==> config.mk <==
export PLATFORM = sky130hd
export DESIGN_NAME = fps_digit_overlay_pixel_classifier_flat
export DESIGN_NICKNAME = d
export VERILOG_FILES = /design/src/design/fdo_pkg.sv /design/src/design/fdo_if.sv /design/src/design/fps_digit_overlay_pixel_classifier.sv /design/src/flat_wrapper.sv
export SDC_FILE = /design/constraint.sdc
export NUM_CORES = 1
export LEC_CHECK = 0
export BUFFER_PORTS_ARGS = -buffer_cell sky130_fd_sc_hd__buf_2
export CAP_MARGIN = 20
export CORE_UTILIZATION = 41
export DETAILED_ROUTE_END_ITERATION = 10
export PLACE_DENSITY = 0.67
export SYNTH_ARGS = -nofsm -noshare
export SYNTH_HDL_FRONTEND = slang
export SYNTH_SLANG_ARGS = --single-unit
==> constraint.sdc <==
create_clock -name clock -period 9.2 [get_ports clock]
set_input_delay 1.84 -clock clock [delete_from_list [all_inputs] [get_ports clock]]
set_output_delay 1.84 -clock clock [all_outputs]
set_load 0.02 [all_outputs]
==> src/design/fdo_pkg.sv <==
package fdo_pkg;

   // port widths
   localparam int COORD_W    = 14;
   localparam int VALUE_W    = 32;
   localparam int CLASS_W    = 2;
   localparam int CSR_IDX_W  = 2;
   localparam int CSR_DATA_W = 14;

   // text geometry
   localparam int CELL_SCALE = 3;
   localparam int MAX_DIGITS = 10;
   localparam int TEXT_INSET = 14;
   localparam int BOX_MARGIN = 6;
   localparam int GLYPH_W    = 5;
   localparam int GLYPH_H    = 7;
   localparam int ADVANCE    = (GLYPH_W + 1) * CELL_SCALE;
   localparam int TEXT_W_MAX = MAX_DIGITS * ADVANCE - CELL_SCALE;

   localparam int DX_W       = $clog2(TEXT_W_MAX + BOX_MARGIN);
   localparam int DY_W       = $clog2(GLYPH_H * CELL_SCALE + BOX_MARGIN);
   localparam int GEO_W      = COORD_W + 2;
   localparam int N_W        = $clog2(MAX_DIGITS + 1);
   localparam int ROW_W      = $clog2(GLYPH_H + 1);
   localparam int COL_W      = $clog2(GLYPH_W + 1);
   localparam int FONT_ROW_W = $clog2(GLYPH_H);
   localparam int FONT_BIT_W = $clog2(GLYPH_W);

   // binary to BCD conversion, spread over four stages
   localparam int BCD_DIGITS = 10;
   localparam int BCD_W      = 4 * BCD_DIGITS;
   localparam int POS_W      = $clog2(BCD_DIGITS);
   localparam int DD_STAGES  = 4;
   localparam int DD_STEPS   = VALUE_W / DD_STAGES;

   localparam int RESET_VIEWPORT_RIGHT = 1920;

   typedef logic signed [GEO_W-1:0] geo_type;

   typedef struct packed {
      logic [BCD_W-1:0]   bcd;
      logic [VALUE_W-1:0] bin;
   } dd_type;

   typedef enum logic [CSR_IDX_W-1:0] {
      CSR_OVERLAY_ENABLE = 2'd0,
      CSR_VIEWPORT_RIGHT = 2'd1,
      CSR_VIEWPORT_TOP   = 2'd2
   } csr_index_type;

   typedef enum logic [CLASS_W-1:0] {
      CLASS_UNTOUCHED  = 2'd0,
      CLASS_BACKGROUND = 2'd1,
      CLASS_FOREGROUND = 2'd2
   } pixel_class_type;

   localparam logic [VALUE_W-1:0] POW10 [BCD_DIGITS] = '{
      32'd1, 32'd10, 32'd100, 32'd1000, 32'd10000, 32'd100000, 32'd1000000,
      32'd10000000, 32'd100000000, 32'd1000000000
   };

   localparam logic [GLYPH_W-1:0] DIGIT_ROWS [BCD_DIGITS][GLYPH_H] = '{
      '{5'd14, 5'd17, 5'd19, 5'd21, 5'd25, 5'd17, 5'd14},
      '{5'd4,  5'd12, 5'd4,  5'd4,  5'd4,  5'd4,  5'd14},
      '{5'd14, 5'd17, 5'd1,  5'd2,  5'd4,  5'd8,  5'd31},
      '{5'd30, 5'd1,  5'd1,  5'd14, 5'd1,  5'd1,  5'd30},
      '{5'd2,  5'd6,  5'd10, 5'd18, 5'd31, 5'd2,  5'd2},
      '{5'd31, 5'd16, 5'd16, 5'd30, 5'd1,  5'd1,  5'd30},
      '{5'd14, 5'd16, 5'd16, 5'd30, 5'd17, 5'd17, 5'd14},
      '{5'd31, 5'd1,  5'd2,  5'd4,  5'd8,  5'd8,  5'd8},
      '{5'd14, 5'd17, 5'd17, 5'd14, 5'd17, 5'd17, 5'd14},
      '{5'd14, 5'd17, 5'd17, 5'd15, 5'd1,  5'd1,  5'd14}
   };

   // decimal digit count, no leading zeros, capped
   function automatic logic [N_W-1:0] digit_count(logic [VALUE_W-1:0] v);
      logic [N_W-1:0] n;
      n = N_W'(1);
      for (int k = 1; k < BCD_DIGITS; k++) begin
         if (k < MAX_DIGITS && v >= POW10[k]) begin
            n = N_W'(k + 1);
         end
      end
      return n;
   endfunction

   // text width for n digits
   function automatic geo_type text_width(logic [N_W-1:0] n);
      return geo_type'(int'(n) * ADVANCE - CELL_SCALE);
   endfunction

   // pixel_x - origin_x = pixel_x - right + width + inset
   function automatic geo_type text_offset(logic [N_W-1:0] n);
      return geo_type'(int'(n) * ADVANCE - CELL_SCALE + TEXT_INSET);
   endfunction

   // shift-and-add-3 steps for one stage
   function automatic dd_type dabble_steps(dd_type s_in);
      dd_type s;
      s = s_in;
      for (int i = 0; i < DD_STEPS; i++) begin
         for (int d = 0; d < BCD_DIGITS; d++) begin
            if (s.bcd[4*d +: 4] >= 4'd5) begin
               s.bcd[4*d +: 4] = s.bcd[4*d +: 4] + 4'd3;
            end
         end
         s.bcd = {s.bcd[BCD_W-2:0], s.bin[VALUE_W-1]};
         s.bin = {s.bin[VALUE_W-2:0], 1'b0};
      end
      return s;
   endfunction

   function automatic logic bcd_valid(logic [BCD_W-1:0] bcd);
      logic ok;
      ok = 1'b1;
      for (int d = 0; d < BCD_DIGITS; d++) begin
         if (bcd[4*d +: 4] > 4'd9) begin
            ok = 1'b0;
         end
      end
      return ok;
   endfunction

endpackage

==> src/design/fdo_if.sv <==
interface fdo_req_if;
   logic                         valid;
   logic                         ready;
   logic [fdo_pkg::COORD_W-1:0]  pixel_x;
   logic [fdo_pkg::COORD_W-1:0]  pixel_y;
   logic [fdo_pkg::VALUE_W-1:0]  shown_value;

   modport source (output valid, output pixel_x, output pixel_y, output shown_value,
                   input ready);
   modport sink   (input valid, input pixel_x, input pixel_y, input shown_value,
                   output ready);
endinterface

interface fdo_rsp_if;
   logic                         valid;
   logic                         ready;
   logic [fdo_pkg::CLASS_W-1:0]  pixel_class;

   modport source (output valid, output pixel_class, input ready);
   modport sink   (input valid, input pixel_class, output ready);
endinterface

==> src/design/fps_digit_overlay_pixel_classifier.sv <==
// channel   | dir | handshake     | payload
// ----------+-----+---------------+-----------------------------------------
// req_chan  | in  | valid/ready   | pixel_x[13:0] pixel_y[13:0] shown_value[31:0]
// rsp_chan  | out | valid/ready   | pixel_class[1:0]
// csr_*     | in  | write enable  | csr_index[1:0] csr_write_data[13:0]
//
// One pixel per cycle while rsp is not stalled; six register stages, s1 to s6,
// lie between a taken request and its result. Digit extraction (8 shift-add-3
// steps per stage over four stages) sets the depth.
// Reset (synchronous) empties the pipeline and restores the register defaults.
// A stall at rsp freezes every stage; ready goes low only while the output
// stage is full and not being taken.
module fps_digit_overlay_pixel_classifier (
   input  logic                             clock,
   input  logic                             reset,
   fdo_req_if.sink                          req_chan,
   fdo_rsp_if.source                        rsp_chan,
   input  logic                             csr_write_enable,
   input  logic [fdo_pkg::CSR_IDX_W-1:0]    csr_index,
   input  logic [fdo_pkg::CSR_DATA_W-1:0]   csr_write_data
);

   // control registers
   logic                          overlay_enable_ff;
   logic [fdo_pkg::COORD_W-1:0]   viewport_right_ff;
   logic [fdo_pkg::COORD_W-1:0]   viewport_top_ff;

   logic adv;

   // stage 1
   logic                          s1_valid_ff;
   logic [fdo_pkg::COORD_W-1:0]   s1_px_ff;
   logic [fdo_pkg::COORD_W-1:0]   s1_py_ff;
   logic [fdo_pkg::VALUE_W-1:0]   s1_val_ff;
   logic [fdo_pkg::N_W-1:0]       s1_n_ff;
   logic [fdo_pkg::N_W-1:0]       s1_n_in;

   // stage 2
   logic                          s2_valid_ff;
   fdo_pkg::dd_type               s2_dd_ff;
   fdo_pkg::dd_type               s2_dd_in;
   fdo_pkg::dd_type               dd_seed;
   logic [fdo_pkg::N_W-1:0]       s2_n_ff;
   logic                          s2_box_ff;
   logic                          s2_box_in;
   logic                          s2_text_ff;
   logic                          s2_text_in;
   logic [fdo_pkg::DX_W-1:0]      s2_dx_ff;
   logic [fdo_pkg::DY_W-1:0]      s2_dy_ff;
   fdo_pkg::geo_type              dx_full;
   fdo_pkg::geo_type              dy_full;

   // stage 3
   logic                          s3_valid_ff;
   fdo_pkg::dd_type               s3_dd_ff;
   logic [fdo_pkg::N_W-1:0]       s3_n_ff;
   logic                          s3_box_ff;
   logic                          s3_glyph_ok_ff;
   logic                          s3_glyph_ok_in;
   logic [fdo_pkg::POS_W-1:0]     s3_pos_ff;
   logic [fdo_pkg::POS_W-1:0]     s3_pos_in;
   logic [fdo_pkg::DX_W-1:0]      s3_dx_ff;
   logic [fdo_pkg::N_W-1:0]       s3_g_ff;
   logic [fdo_pkg::N_W-1:0]       s3_g_in;
   logic [fdo_pkg::ROW_W-1:0]     s3_row_ff;
   logic [fdo_pkg::ROW_W-1:0]     s3_row_in;

   // stage 4
   logic                          s4_valid_ff;
   fdo_pkg::dd_type               s4_dd_ff;
   logic [fdo_pkg::N_W-1:0]       s4_n_ff;
   logic                          s4_box_ff;
   logic                          s4_dot_ok_ff;
   logic                          s4_dot_ok_in;
   logic [fdo_pkg::POS_W-1:0]     s4_pos_ff;
   logic [fdo_pkg::ROW_W-1:0]     s4_row_ff;
   logic [fdo_pkg::COL_W-1:0]     s4_col_ff;
   logic [fdo_pkg::COL_W-1:0]     s4_col_in;
   logic [fdo_pkg::DX_W-1:0]      glyph_rem;

   // stage 5
   logic                          s5_valid_ff;
   fdo_pkg::dd_type               s5_dd_ff;
   logic [fdo_pkg::N_W-1:0]       s5_n_ff;
   logic                          s5_box_ff;
   logic                          s5_dot_ok_ff;
   logic [fdo_pkg::POS_W-1:0]     s5_pos_ff;
   logic [fdo_pkg::FONT_ROW_W-1:0] s5_row_ff;
   logic [fdo_pkg::FONT_BIT_W-1:0] s5_col_ff;

   // stage 6, output
   logic                          s6_valid_ff;
   fdo_pkg::pixel_class_type      s6_class_ff;
   fdo_pkg::pixel_class_type      s6_class_in;
   logic [3:0]                    digit;
   logic [fdo_pkg::GLYPH_W-1:0]   font_bits;
   logic                          lit;

   assign adv            = !s6_valid_ff || rsp_chan.ready;
   assign req_chan.ready = adv;
   assign rsp_chan.valid = s6_valid_ff;
   assign rsp_chan.pixel_class = s6_class_ff;

   // configuration writes
   always_ff @(posedge clock) begin
      if (reset) begin
         overlay_enable_ff <= 1'b1;
         viewport_right_ff <= fdo_pkg::COORD_W'(fdo_pkg::RESET_VIEWPORT_RIGHT);
         viewport_top_ff   <= '0;
      end else if (csr_write_enable) begin
         case (csr_index)
            fdo_pkg::CSR_OVERLAY_ENABLE: begin
               overlay_enable_ff <= csr_write_data[0];
            end
            fdo_pkg::CSR_VIEWPORT_RIGHT: begin
               viewport_right_ff <= csr_write_data[fdo_pkg::COORD_W-1:0];
            end
            fdo_pkg::CSR_VIEWPORT_TOP: begin
               viewport_top_ff <= csr_write_data[fdo_pkg::COORD_W-1:0];
            end
            default: begin
            end
         endcase
      end
   end

   // valid bits
   always_ff @(posedge clock) begin
      if (reset) begin
         s1_valid_ff <= 1'b0;
         s2_valid_ff <= 1'b0;
         s3_valid_ff <= 1'b0;
         s4_valid_ff <= 1'b0;
         s5_valid_ff <= 1'b0;
         s6_valid_ff <= 1'b0;
      end else if (adv) begin
         s1_valid_ff <= req_chan.valid;
         s2_valid_ff <= s1_valid_ff;
         s3_valid_ff <= s2_valid_ff;
         s4_valid_ff <= s3_valid_ff;
         s5_valid_ff <= s4_valid_ff;
         s6_valid_ff <= s5_valid_ff;
      end
   end

   // stage 1: capture, digit count
   assign s1_n_in = fdo_pkg::digit_count(req_chan.shown_value);

   // stage 2: box test and offsets into the text, first BCD slice
   always_comb begin
      dd_seed.bcd = '0;
      dd_seed.bin = s1_val_ff;
      s2_dd_in    = fdo_pkg::dabble_steps(dd_seed);
      dx_full = fdo_pkg::geo_type'(s1_px_ff) - fdo_pkg::geo_type'(viewport_right_ff)
              + fdo_pkg::text_offset(s1_n_ff);
      dy_full = fdo_pkg::geo_type'(s1_py_ff) - fdo_pkg::geo_type'(viewport_top_ff)
              - fdo_pkg::geo_type'(fdo_pkg::TEXT_INSET);
      s2_box_in = overlay_enable_ff
         && dx_full >= fdo_pkg::geo_type'(-fdo_pkg::BOX_MARGIN)
         && dx_full <  fdo_pkg::text_width(s1_n_ff) + fdo_pkg::geo_type'(fdo_pkg::BOX_MARGIN)
         && dy_full >= fdo_pkg::geo_type'(-fdo_pkg::BOX_MARGIN)
         && dy_full <  fdo_pkg::geo_type'(fdo_pkg::GLYPH_H * fdo_pkg::CELL_SCALE
                                          + fdo_pkg::BOX_MARGIN);
      s2_text_in = s2_box_in && !dx_full[fdo_pkg::GEO_W-1] && !dy_full[fdo_pkg::GEO_W-1];
   end

   // stage 3: glyph index and dot row by threshold compare
   always_comb begin
      s3_g_in   = '0;
      s3_row_in = '0;
      for (int k = 1; k <= fdo_pkg::MAX_DIGITS; k++) begin
         if (int'(s2_dx_ff) >= k * fdo_pkg::ADVANCE) begin
            s3_g_in = fdo_pkg::N_W'(k);
         end
      end
      for (int r = 1; r <= fdo_pkg::GLYPH_H; r++) begin
         if (int'(s2_dy_ff) >= r * fdo_pkg::CELL_SCALE) begin
            s3_row_in = fdo_pkg::ROW_W'(r);
         end
      end
      s3_glyph_ok_in = s2_text_ff && (s3_g_in < s2_n_ff)
                    && (s3_row_in < fdo_pkg::ROW_W'(fdo_pkg::GLYPH_H));
      // digit place counted from the least significant end
      s3_pos_in = fdo_pkg::POS_W'(s2_n_ff - fdo_pkg::N_W'(1) - s3_g_in);
   end

   // stage 4: dot column inside the glyph
   always_comb begin
      glyph_rem = s3_dx_ff - fdo_pkg::DX_W'(int'(s3_g_ff) * fdo_pkg::ADVANCE);
      s4_col_in = '0;
      for (int c = 1; c <= fdo_pkg::GLYPH_W; c++) begin
         if (int'(glyph_rem) >= c * fdo_pkg::CELL_SCALE) begin
            s4_col_in = fdo_pkg::COL_W'(c);
         end
      end
      s4_dot_ok_in = s3_glyph_ok_ff && (s4_col_in < fdo_pkg::COL_W'(fdo_pkg::GLYPH_W));
   end

   // stage 6: digit pick, font lookup, class
   always_comb begin
      digit     = s5_dd_ff.bcd[4*s5_pos_ff +: 4];
      font_bits = fdo_pkg::DIGIT_ROWS[digit][s5_row_ff];
      lit       = s5_dot_ok_ff
               && font_bits[fdo_pkg::FONT_BIT_W'(fdo_pkg::GLYPH_W - 1) - s5_col_ff];
      if (lit) begin
         s6_class_in = fdo_pkg::CLASS_FOREGROUND;
      end else if (s5_box_ff) begin
         s6_class_in = fdo_pkg::CLASS_BACKGROUND;
      end else begin
         s6_class_in = fdo_pkg::CLASS_UNTOUCHED;
      end
   end

   // payload registers
   always_ff @(posedge clock) begin
      if (adv) begin
         s1_px_ff  <= req_chan.pixel_x;
         s1_py_ff  <= req_chan.pixel_y;
         s1_val_ff <= req_chan.shown_value;
         s1_n_ff   <= s1_n_in;

         s2_dd_ff   <= s2_dd_in;
         s2_n_ff    <= s1_n_ff;
         s2_box_ff  <= s2_box_in;
         s2_text_ff <= s2_text_in;
         s2_dx_ff   <= dx_full[fdo_pkg::DX_W-1:0];
         s2_dy_ff   <= dy_full[fdo_pkg::DY_W-1:0];

         s3_dd_ff       <= fdo_pkg::dabble_steps(s2_dd_ff);
         s3_n_ff        <= s2_n_ff;
         s3_box_ff      <= s2_box_ff;
         s3_glyph_ok_ff <= s3_glyph_ok_in;
         s3_pos_ff      <= s3_pos_in;
         s3_dx_ff       <= s2_dx_ff;
         s3_g_ff        <= s3_g_in;
         s3_row_ff      <= s3_row_in;

         s4_dd_ff     <= fdo_pkg::dabble_steps(s3_dd_ff);
         s4_n_ff      <= s3_n_ff;
         s4_box_ff    <= s3_box_ff;
         s4_dot_ok_ff <= s4_dot_ok_in;
         s4_pos_ff    <= s3_pos_ff;
         s4_row_ff    <= s3_row_ff;
         s4_col_ff    <= s4_col_in;

         s5_dd_ff     <= fdo_pkg::dabble_steps(s4_dd_ff);
         s5_n_ff      <= s4_n_ff;
         s5_box_ff    <= s4_box_ff;
         s5_dot_ok_ff <= s4_dot_ok_ff;
         s5_pos_ff    <= s4_pos_ff;
         s5_row_ff    <= s4_row_ff[fdo_pkg::FONT_ROW_W-1:0];
         s5_col_ff    <= s4_col_ff[fdo_pkg::FONT_BIT_W-1:0];

         s6_class_ff <= s6_class_in;
      end
   end

   a_bcd_digits: assert property (@(posedge clock) disable iff (reset)
      s5_valid_ff |-> fdo_pkg::bcd_valid(s5_dd_ff.bcd))
      else $error("BCD conversion produced a digit above nine");

   // compare-based digit count must agree with the converted leading digit
   a_leading_digit: assert property (@(posedge clock) disable iff (reset)
      s5_valid_ff && s5_n_ff > fdo_pkg::N_W'(1)
         && s5_n_ff < fdo_pkg::N_W'(fdo_pkg::MAX_DIGITS)
      |-> s5_dd_ff.bcd[4*(s5_n_ff - fdo_pkg::N_W'(1)) +: 4] != 4'd0)
      else $error("digit count disagrees with BCD leading digit");

   a_dot_in_box: assert property (@(posedge clock) disable iff (reset)
      s5_valid_ff && s5_dot_ok_ff |-> s5_box_ff && s5_pos_ff < s5_n_ff)
      else $error("glyph dot outside the background box or digit range");

   a_empty_after_reset: assert property (@(posedge clock) disable iff (reset)
      $past(reset) |-> !rsp_chan.valid)
      else $error("result presented straight after reset");

endmodule
==> src/flat_wrapper.sv <==
// flat-port wrapper written by rule: the top's interface ports become plain ports
module fps_digit_overlay_pixel_classifier_flat 
  (clock, reset, csr_write_enable, csr_index, csr_write_data, req_chan_valid, req_chan_pixel_x, req_chan_pixel_y, req_chan_shown_value, req_chan_ready, rsp_chan_valid, rsp_chan_pixel_class, rsp_chan_ready);
  fdo_req_if req_chan_i ();
  fdo_rsp_if rsp_chan_i ();
  input  logic clock;
  input  logic reset;
  input  logic csr_write_enable;
  input  logic [fdo_pkg::CSR_IDX_W-1:0] csr_index;
  input  logic [fdo_pkg::CSR_DATA_W-1:0] csr_write_data;
  input wire logic [$bits(req_chan_i.valid)-1:0] req_chan_valid;
  input wire logic [$bits(req_chan_i.pixel_x)-1:0] req_chan_pixel_x;
  input wire logic [$bits(req_chan_i.pixel_y)-1:0] req_chan_pixel_y;
  input wire logic [$bits(req_chan_i.shown_value)-1:0] req_chan_shown_value;
  output wire logic [$bits(req_chan_i.ready)-1:0] req_chan_ready;
  output wire logic [$bits(rsp_chan_i.valid)-1:0] rsp_chan_valid;
  output wire logic [$bits(rsp_chan_i.pixel_class)-1:0] rsp_chan_pixel_class;
  input wire logic [$bits(rsp_chan_i.ready)-1:0] rsp_chan_ready;
  assign req_chan_i.valid = req_chan_valid;
  assign req_chan_i.pixel_x = req_chan_pixel_x;
  assign req_chan_i.pixel_y = req_chan_pixel_y;
  assign req_chan_i.shown_value = req_chan_shown_value;
  assign req_chan_ready = req_chan_i.ready;
  assign rsp_chan_valid = rsp_chan_i.valid;
  assign rsp_chan_pixel_class = rsp_chan_i.pixel_class;
  assign rsp_chan_i.ready = rsp_chan_ready;
  fps_digit_overlay_pixel_classifier u_core (.clock(clock), .reset(reset), .req_chan(req_chan_i), .rsp_chan(rsp_chan_i), .csr_write_enable(csr_write_enable), .csr_index(csr_index), .csr_write_data(csr_write_data));
endmodule
==> results of run 1 <==
synth_stat cells (all sizes together) (15+ instances only):
cell type  number  area [um2]
nor2b          53         332
a21o           73         548
or2            50         315
inv           306        1150
xor2           43         377
nor4           23         144
a21boi         30         229
a31oi          45         282
buf            16        78.8
o211a          15         150
o21ai         312        1590
mux2i         123        1260
o221ai         16         153
o31ai          30         254
or3            27         174
nand2         400        1500
nand3          87         435
dfxtp          35         701
edfxtp        280        8410
xnor2         129        1210
o211ai         65         498
and3           36         231
and2           37         231
o22a           15         131
a22oi          19         143
mux2           64         728
a211oi         68         546
o22ai          47         307
a21oi         295        1500
o21a           60         450
a211o          32         283
nand3b         18         135
nor3           86         440
clkbuf         78         297
ha            249        3120
o21bai         48         360
nor2          307        1160
nand2b         80         503
critical path, delay by kind of cell (launching register included):
kind / cells / cell delay [ns]
adders and majority gates: 6 / 1.35
AOI/OAI and AO/OA: 15 / 3.80
buffers and inverters: 6 / 0.74
muxes: 1 / 0.29
DFF: 1 / 0.49
and+or+nand+nor: 8 / 0.84
area by class of cell:
class                           count  area (um2)  area share, %
Clock buffer                       49        1040           2.93
Clock inverter                     20         241          0.677
Inverter                          308        1160           3.25
Multi-Input combinational cell   3238       22300           62.5
Sequential cell                   315        9110           25.5
Tap cell                         1050        1310           3.68
Timing Repair Buffer               95         503           1.41
layer usage:
metal,up-vias,track usage [%]
li1,14859,-
met1,12921,21.6
met2,403,26.3
met3,69,1.64
met4,0,3.49
met5,-,0
worst max path at each step:
stage / endpoint / cells after the start
floorplan: req_chan_ready / 2
global placement: u_core.s3_dd_ff[37] / 36
detailed placement: u_core.s3_dd_ff[37] / 36
CTS: u_core.s3_dd_ff[37] / 36
global route: u_core.s3_dd_ff[38] / 37
finish: u_core.s3_dd_ff[37] / 36
state kept, by name (all words and copies together) (netlist names), 14 cells and up:
name and cells:
u_core.s2_dd_ff 34, u_core.viewport_right_ff 14, u_core.viewport_top_ff 14, u_core.s5_dd_ff 40
u_core.s1_py_ff 14, u_core.s4_dd_ff 39, u_core.s1_px_ff 14, u_core.s3_dd_ff 37
u_core.s1_val_ff 32
logic make-up after synthesis:
logic type | count (synthesis) | synth area share (%)
AO/OA/AOI/OAI | 1348 | 27.7
flip-flops | 315 | 27.6
adder cells (fa/ha/maj) | 255 | 9.79
buffers and inverters | 402 | 4.65
AND/OR/NAND/NOR | 1261 | 18.3
XOR/XNOR | 175 | 5.01
multiplexers | 199 | 6.84
metrics by stage:
step / utilization (%) / area (um2)
6_report: 45.0 / 35700
5_1_grt: 45.0 / 35700
4_1_cts: 45.0 / 35700
3_3_place_gp: 43.4 / 34400
2_1_floorplan: - / 33000
3_5_place_dp: 43.4 / 34400
==> impl_metrics.yaml, run 1 <==
status:
  status: "completed"
routing:
  drt_iter0_markers: 1523
  first_pass_iters: 6
  avgRoutedWirePerCell_um: 12.9
  drcViolationCount: 0
  dr_wl_met3_mm: 2.04
  antenna_left: 0
  num_vias: 28252
  post_drt_via_cell_ratio: 5.57
  wl_met2_mm: 29.6
  route.top_layer_used: "met4"
  wirelength_mm: 65.5
  wl_met1_mm: 32.7
floorplanning:
  die-area_um2: 81500
  initial_core_util_pct: 41.6
  core_um2: 79300
  rows: 103
  io_pins: 85
  die_x_um: 286
  die_y_um: 286
timing:
  skew_ns: 0.0323
  setup_tns_ns: 0
  slew_violations: 0
  whs_ns: 0.407
  relSlewSlack_pct: 28.7
  timing_hold_violations_final: 0
  worst_pin_slew_ns: 1.06
  rsz0062_at_grt: "no"
  max_freq_mhz: 129
  period_share_pct: 84.3
  min_period_ns: 7.76
  timing.final.ws_setup_ns: 1.44
  finalSetupViolations: 0
global_routing:
  grt_pass1_wl_mm: 114
  overflow: 0
  groute.usage.overall_pct: 15.7
  grt_pass1_vias: 25312
  antenna_found_initial: 0
  grt_max_degree: 83
setup_path:
  regToRegEndpoint: "u_core.s3_dd_ff[37]"
  worst_setup_path_start_kind: "flop"
  crit_type: "flop to flop"
  slowest_delay_ns: 0.54
  reg2reg_setup_slack_ns: 1.44
  reg2reg_from: "u_core.s2_dd_ff[32]"
  crit_arrival_ns: 8.07
  cp_max_fo: 8
  crit_top_cell: "ha_1"
  worstSetupEndpointType: "flop"
  crit_start: "u_core.s2_dd_ff[32]"
  cp_slowest_cell: "a2111oi_0"
  worstPathRequired_ns: 9.51
  rr_worst_depth: 36
synthesis:
  ys_seq_elements: 315
  ys.warnings.count: 0
  syn_inst: 3955
  synth_cell_types: 120
  netlist_area_um2: 33000
  seq_area_frac_synth_pct: 27.6
  synth_edf_count: 280
  synth-async-reset-ratio_pct: 0
  synth_ff_type: "edfxtp_1"
  synth_nets: 4290
  postSynthAreaPerCell_um2: 8.33
clock_tree:
  cts.path.max_buffers: 3
  path_clk_slew_ns: 0.06
  clk_latency_ns: 0.57
  root_buffer: "clkbuf_16"
  hold_buffers: 0
  numCtsBuffers: 38
  numClockSinks: 315
  cts_tree: "yes"
  post-cts-setup-buffers: 0
  cts_resized: 0
  cts.htree.levels: 2
min_path:
  hold_path_depth: 0
  min_to: "u_core.s4_dd_ff[27]"
  hold_path.class: "flop to flop"
  hold_path.startpoint: "u_core.s3_dd_ff[19]"
cells_and_area:
  final_nets: 4331
  diodes: 0
  fin_cells: 5075
  syn_to_final_growth_pct: 8.29
  drive_gt1_share_pct: 9.22
  fillers: 7744
  final_cell_mix: "nand2_1 (400), nor2_1 (305), inv_1 (301)"
  layout_commonest_cell: "nand2_1"
placement:
  io_buffers: 84
  dp_slack_ns: 1.57
  dp.final_hpwl_mm: 49.5
  dp.cells: 5006
  gp_congestion: 0.832
job:
  maxCapViolCount: 0
Power of run 1 is not shown: default switching activity piles up to over one toggle a cycle in this logic, so the estimate is an artifact.
==> inputs of run 2 (changes only) <==
- PLACE_DENSITY: 0.67 -> 0.65
- clock period: 9.2 -> 7.98 ns (I/O delays scaled with it)
==> impl_metrics.yaml, run 2 (synthesized netlist as in run 1, its figures left out) <==
setup_path:
  cp_slowest_cell: "edfxtp_1"
  cp_max_fo: 8
  worst_setup_path_start_kind: "flop"
  crit_type: "flop to flop"
  slowest_delay_ns: 0.50
  worstPathRequired_ns: 8.29
  crit_arrival_ns: 7.62
  worstSetupEndpointType: "flop"
routing:
  avgRoutedWirePerCell_um: 13.1
  num_vias: 28125
  drcViolationCount: 0
  post_drt_via_cell_ratio: 5.54
  first_pass_iters: 7
  drt_iter0_markers: 1394
  antenna_left: 0
  wirelength_mm: 66.2
cells_and_area:
  multi_input_area_um2: 22400
  fin_util_pct: 45.1
  fillers: 7714
  syn_to_final_growth_pct: 8.45
  diodes: 0
  largest_reg_flops: 40
  reg_top3: "u_core.s5_dd_ff x40, u_core.s4_dd_ff x39, u_core.s3_dd_ff x37"
  final_nets: 4330
  layout_commonest_cell: "nand2_1"
  regMostFlops: "u_core.s5_dd_ff"
  seqCellArea_um2: 9110
  final_cell_mix: "nand2_1 (400), nor2_1 (305), inv_1 (301)"
  drive_gt1_share_pct: 9.52
job:
  maxCapViolCount: 0
floorplanning:
  core_um2: 79300
  initial_core_util_pct: 41.6
  die_x_um: 286
  rows: 103
  io_pins: 85
  die_y_um: 286
  die-area_um2: 81500
timing:
  finalSetupViolations: 0
  setup_tns_ns: 0
  period_share_pct: 91.5
  skew_ns: 0.0340
  slew_violations: 0
  timing.final.ws_setup_ns: 0.675
  worst_pin_slew_ns: 0.999
  max_freq_mhz: 137
  rsz0062_at_grt: "no"
  min_period_ns: 7.30
  relSlewSlack_pct: 32.7
  timing_hold_violations_final: 0
clock_tree:
  clk_latency_ns: 0.58
  cts_resized: 0
  numClockSinks: 315
  cts_tree: "yes"
  cts.path.max_buffers: 3
  numCtsBuffers: 38
  cts.htree.levels: 2
  hold_buffers: 0
  root_buffer: "clkbuf_16"
  post-cts-setup-buffers: 0
  path_clk_slew_ns: 0.06
global_routing:
  overflow: 0
  grt_pass1_wl_mm: 115
  groute.usage.overall_pct: 15.9
  grt_max_degree: 175
  antenna_found_initial: 0
  grt_pass1_vias: 25681
status:
  status: "completed"
placement:
  io_buffers: 84
  dp_slack_ns: 0.395
  gp_congestion: 0.818
  dp.final_hpwl_mm: 49.6
min_path:
  hold_path.class: "flop to flop"
## run 2: cell types whose count changed in the layout (fill, tap and decap cells not counted), sizes merged
cell and change:
buf -1, clkbuf -10, clkinv +7, clkinvlp +3
bufinv +1
## run 2: layout make-up
cell class                 instances  share of cell area [%]
multi-input combinational       3238                    62.6
sequential                       315                    25.5
tap                             1050                    3.67
inverter                         308                    3.24
clock buffer                      39                    2.67
timing repair buffer              94                    1.42
clock inverter                    31                   0.924
## run 2: routing by layer
layer	vias up	wire length (um)	track usage, %
met5	-	0	0
met2	328	29800	26.7
met4	0	944	3.45
met1	12864	33600	22.0
li1	14870	-	-
met3	63	1860	1.76
## run 2: stage by stage
step	hold WS, ns	cells	instance area, um2
final	0.383	5075	35700
after global routing	0.394	5075	35700
after CTS	0.378	5075	35700
after detailed placement	0.405	5005	34400
after global placement	0.400	5005	34400
after floorplan	0.400	3955	33000
## run 2: critical path, delay by kind of cell (launching register included)
kind | cells | cell delay, ns
AO/OA/AOI/OAI | 14 | 3.33
adder cells (fa/ha/maj) | 5 | 1.17
AND/OR/NAND/NOR | 8 | 0.80
buffers and inverters | 5 | 0.68
multiplexers | 2 | 0.54
flip-flops | 1 | 0.50
## run 2: worst paths after layout
kind | startpoint | to | slack, ns | cells past startpoint
worst max-delay path | u_core.s2_dd_ff[32] | u_core.s3_dd_ff[37] | 0.68 | 34
worst min-delay path | u_core.s3_dd_ff[24] | u_core.s4_dd_ff[32] | 0.38 | 0
worst max register to register | u_core.s2_dd_ff[32] | u_core.s3_dd_ff[37] | 0.68 | 34
worst min register to register | u_core.s3_dd_ff[24] | u_core.s4_dd_ff[32] | 0.38 | 0
Power of run 2 is left out for the same reason.
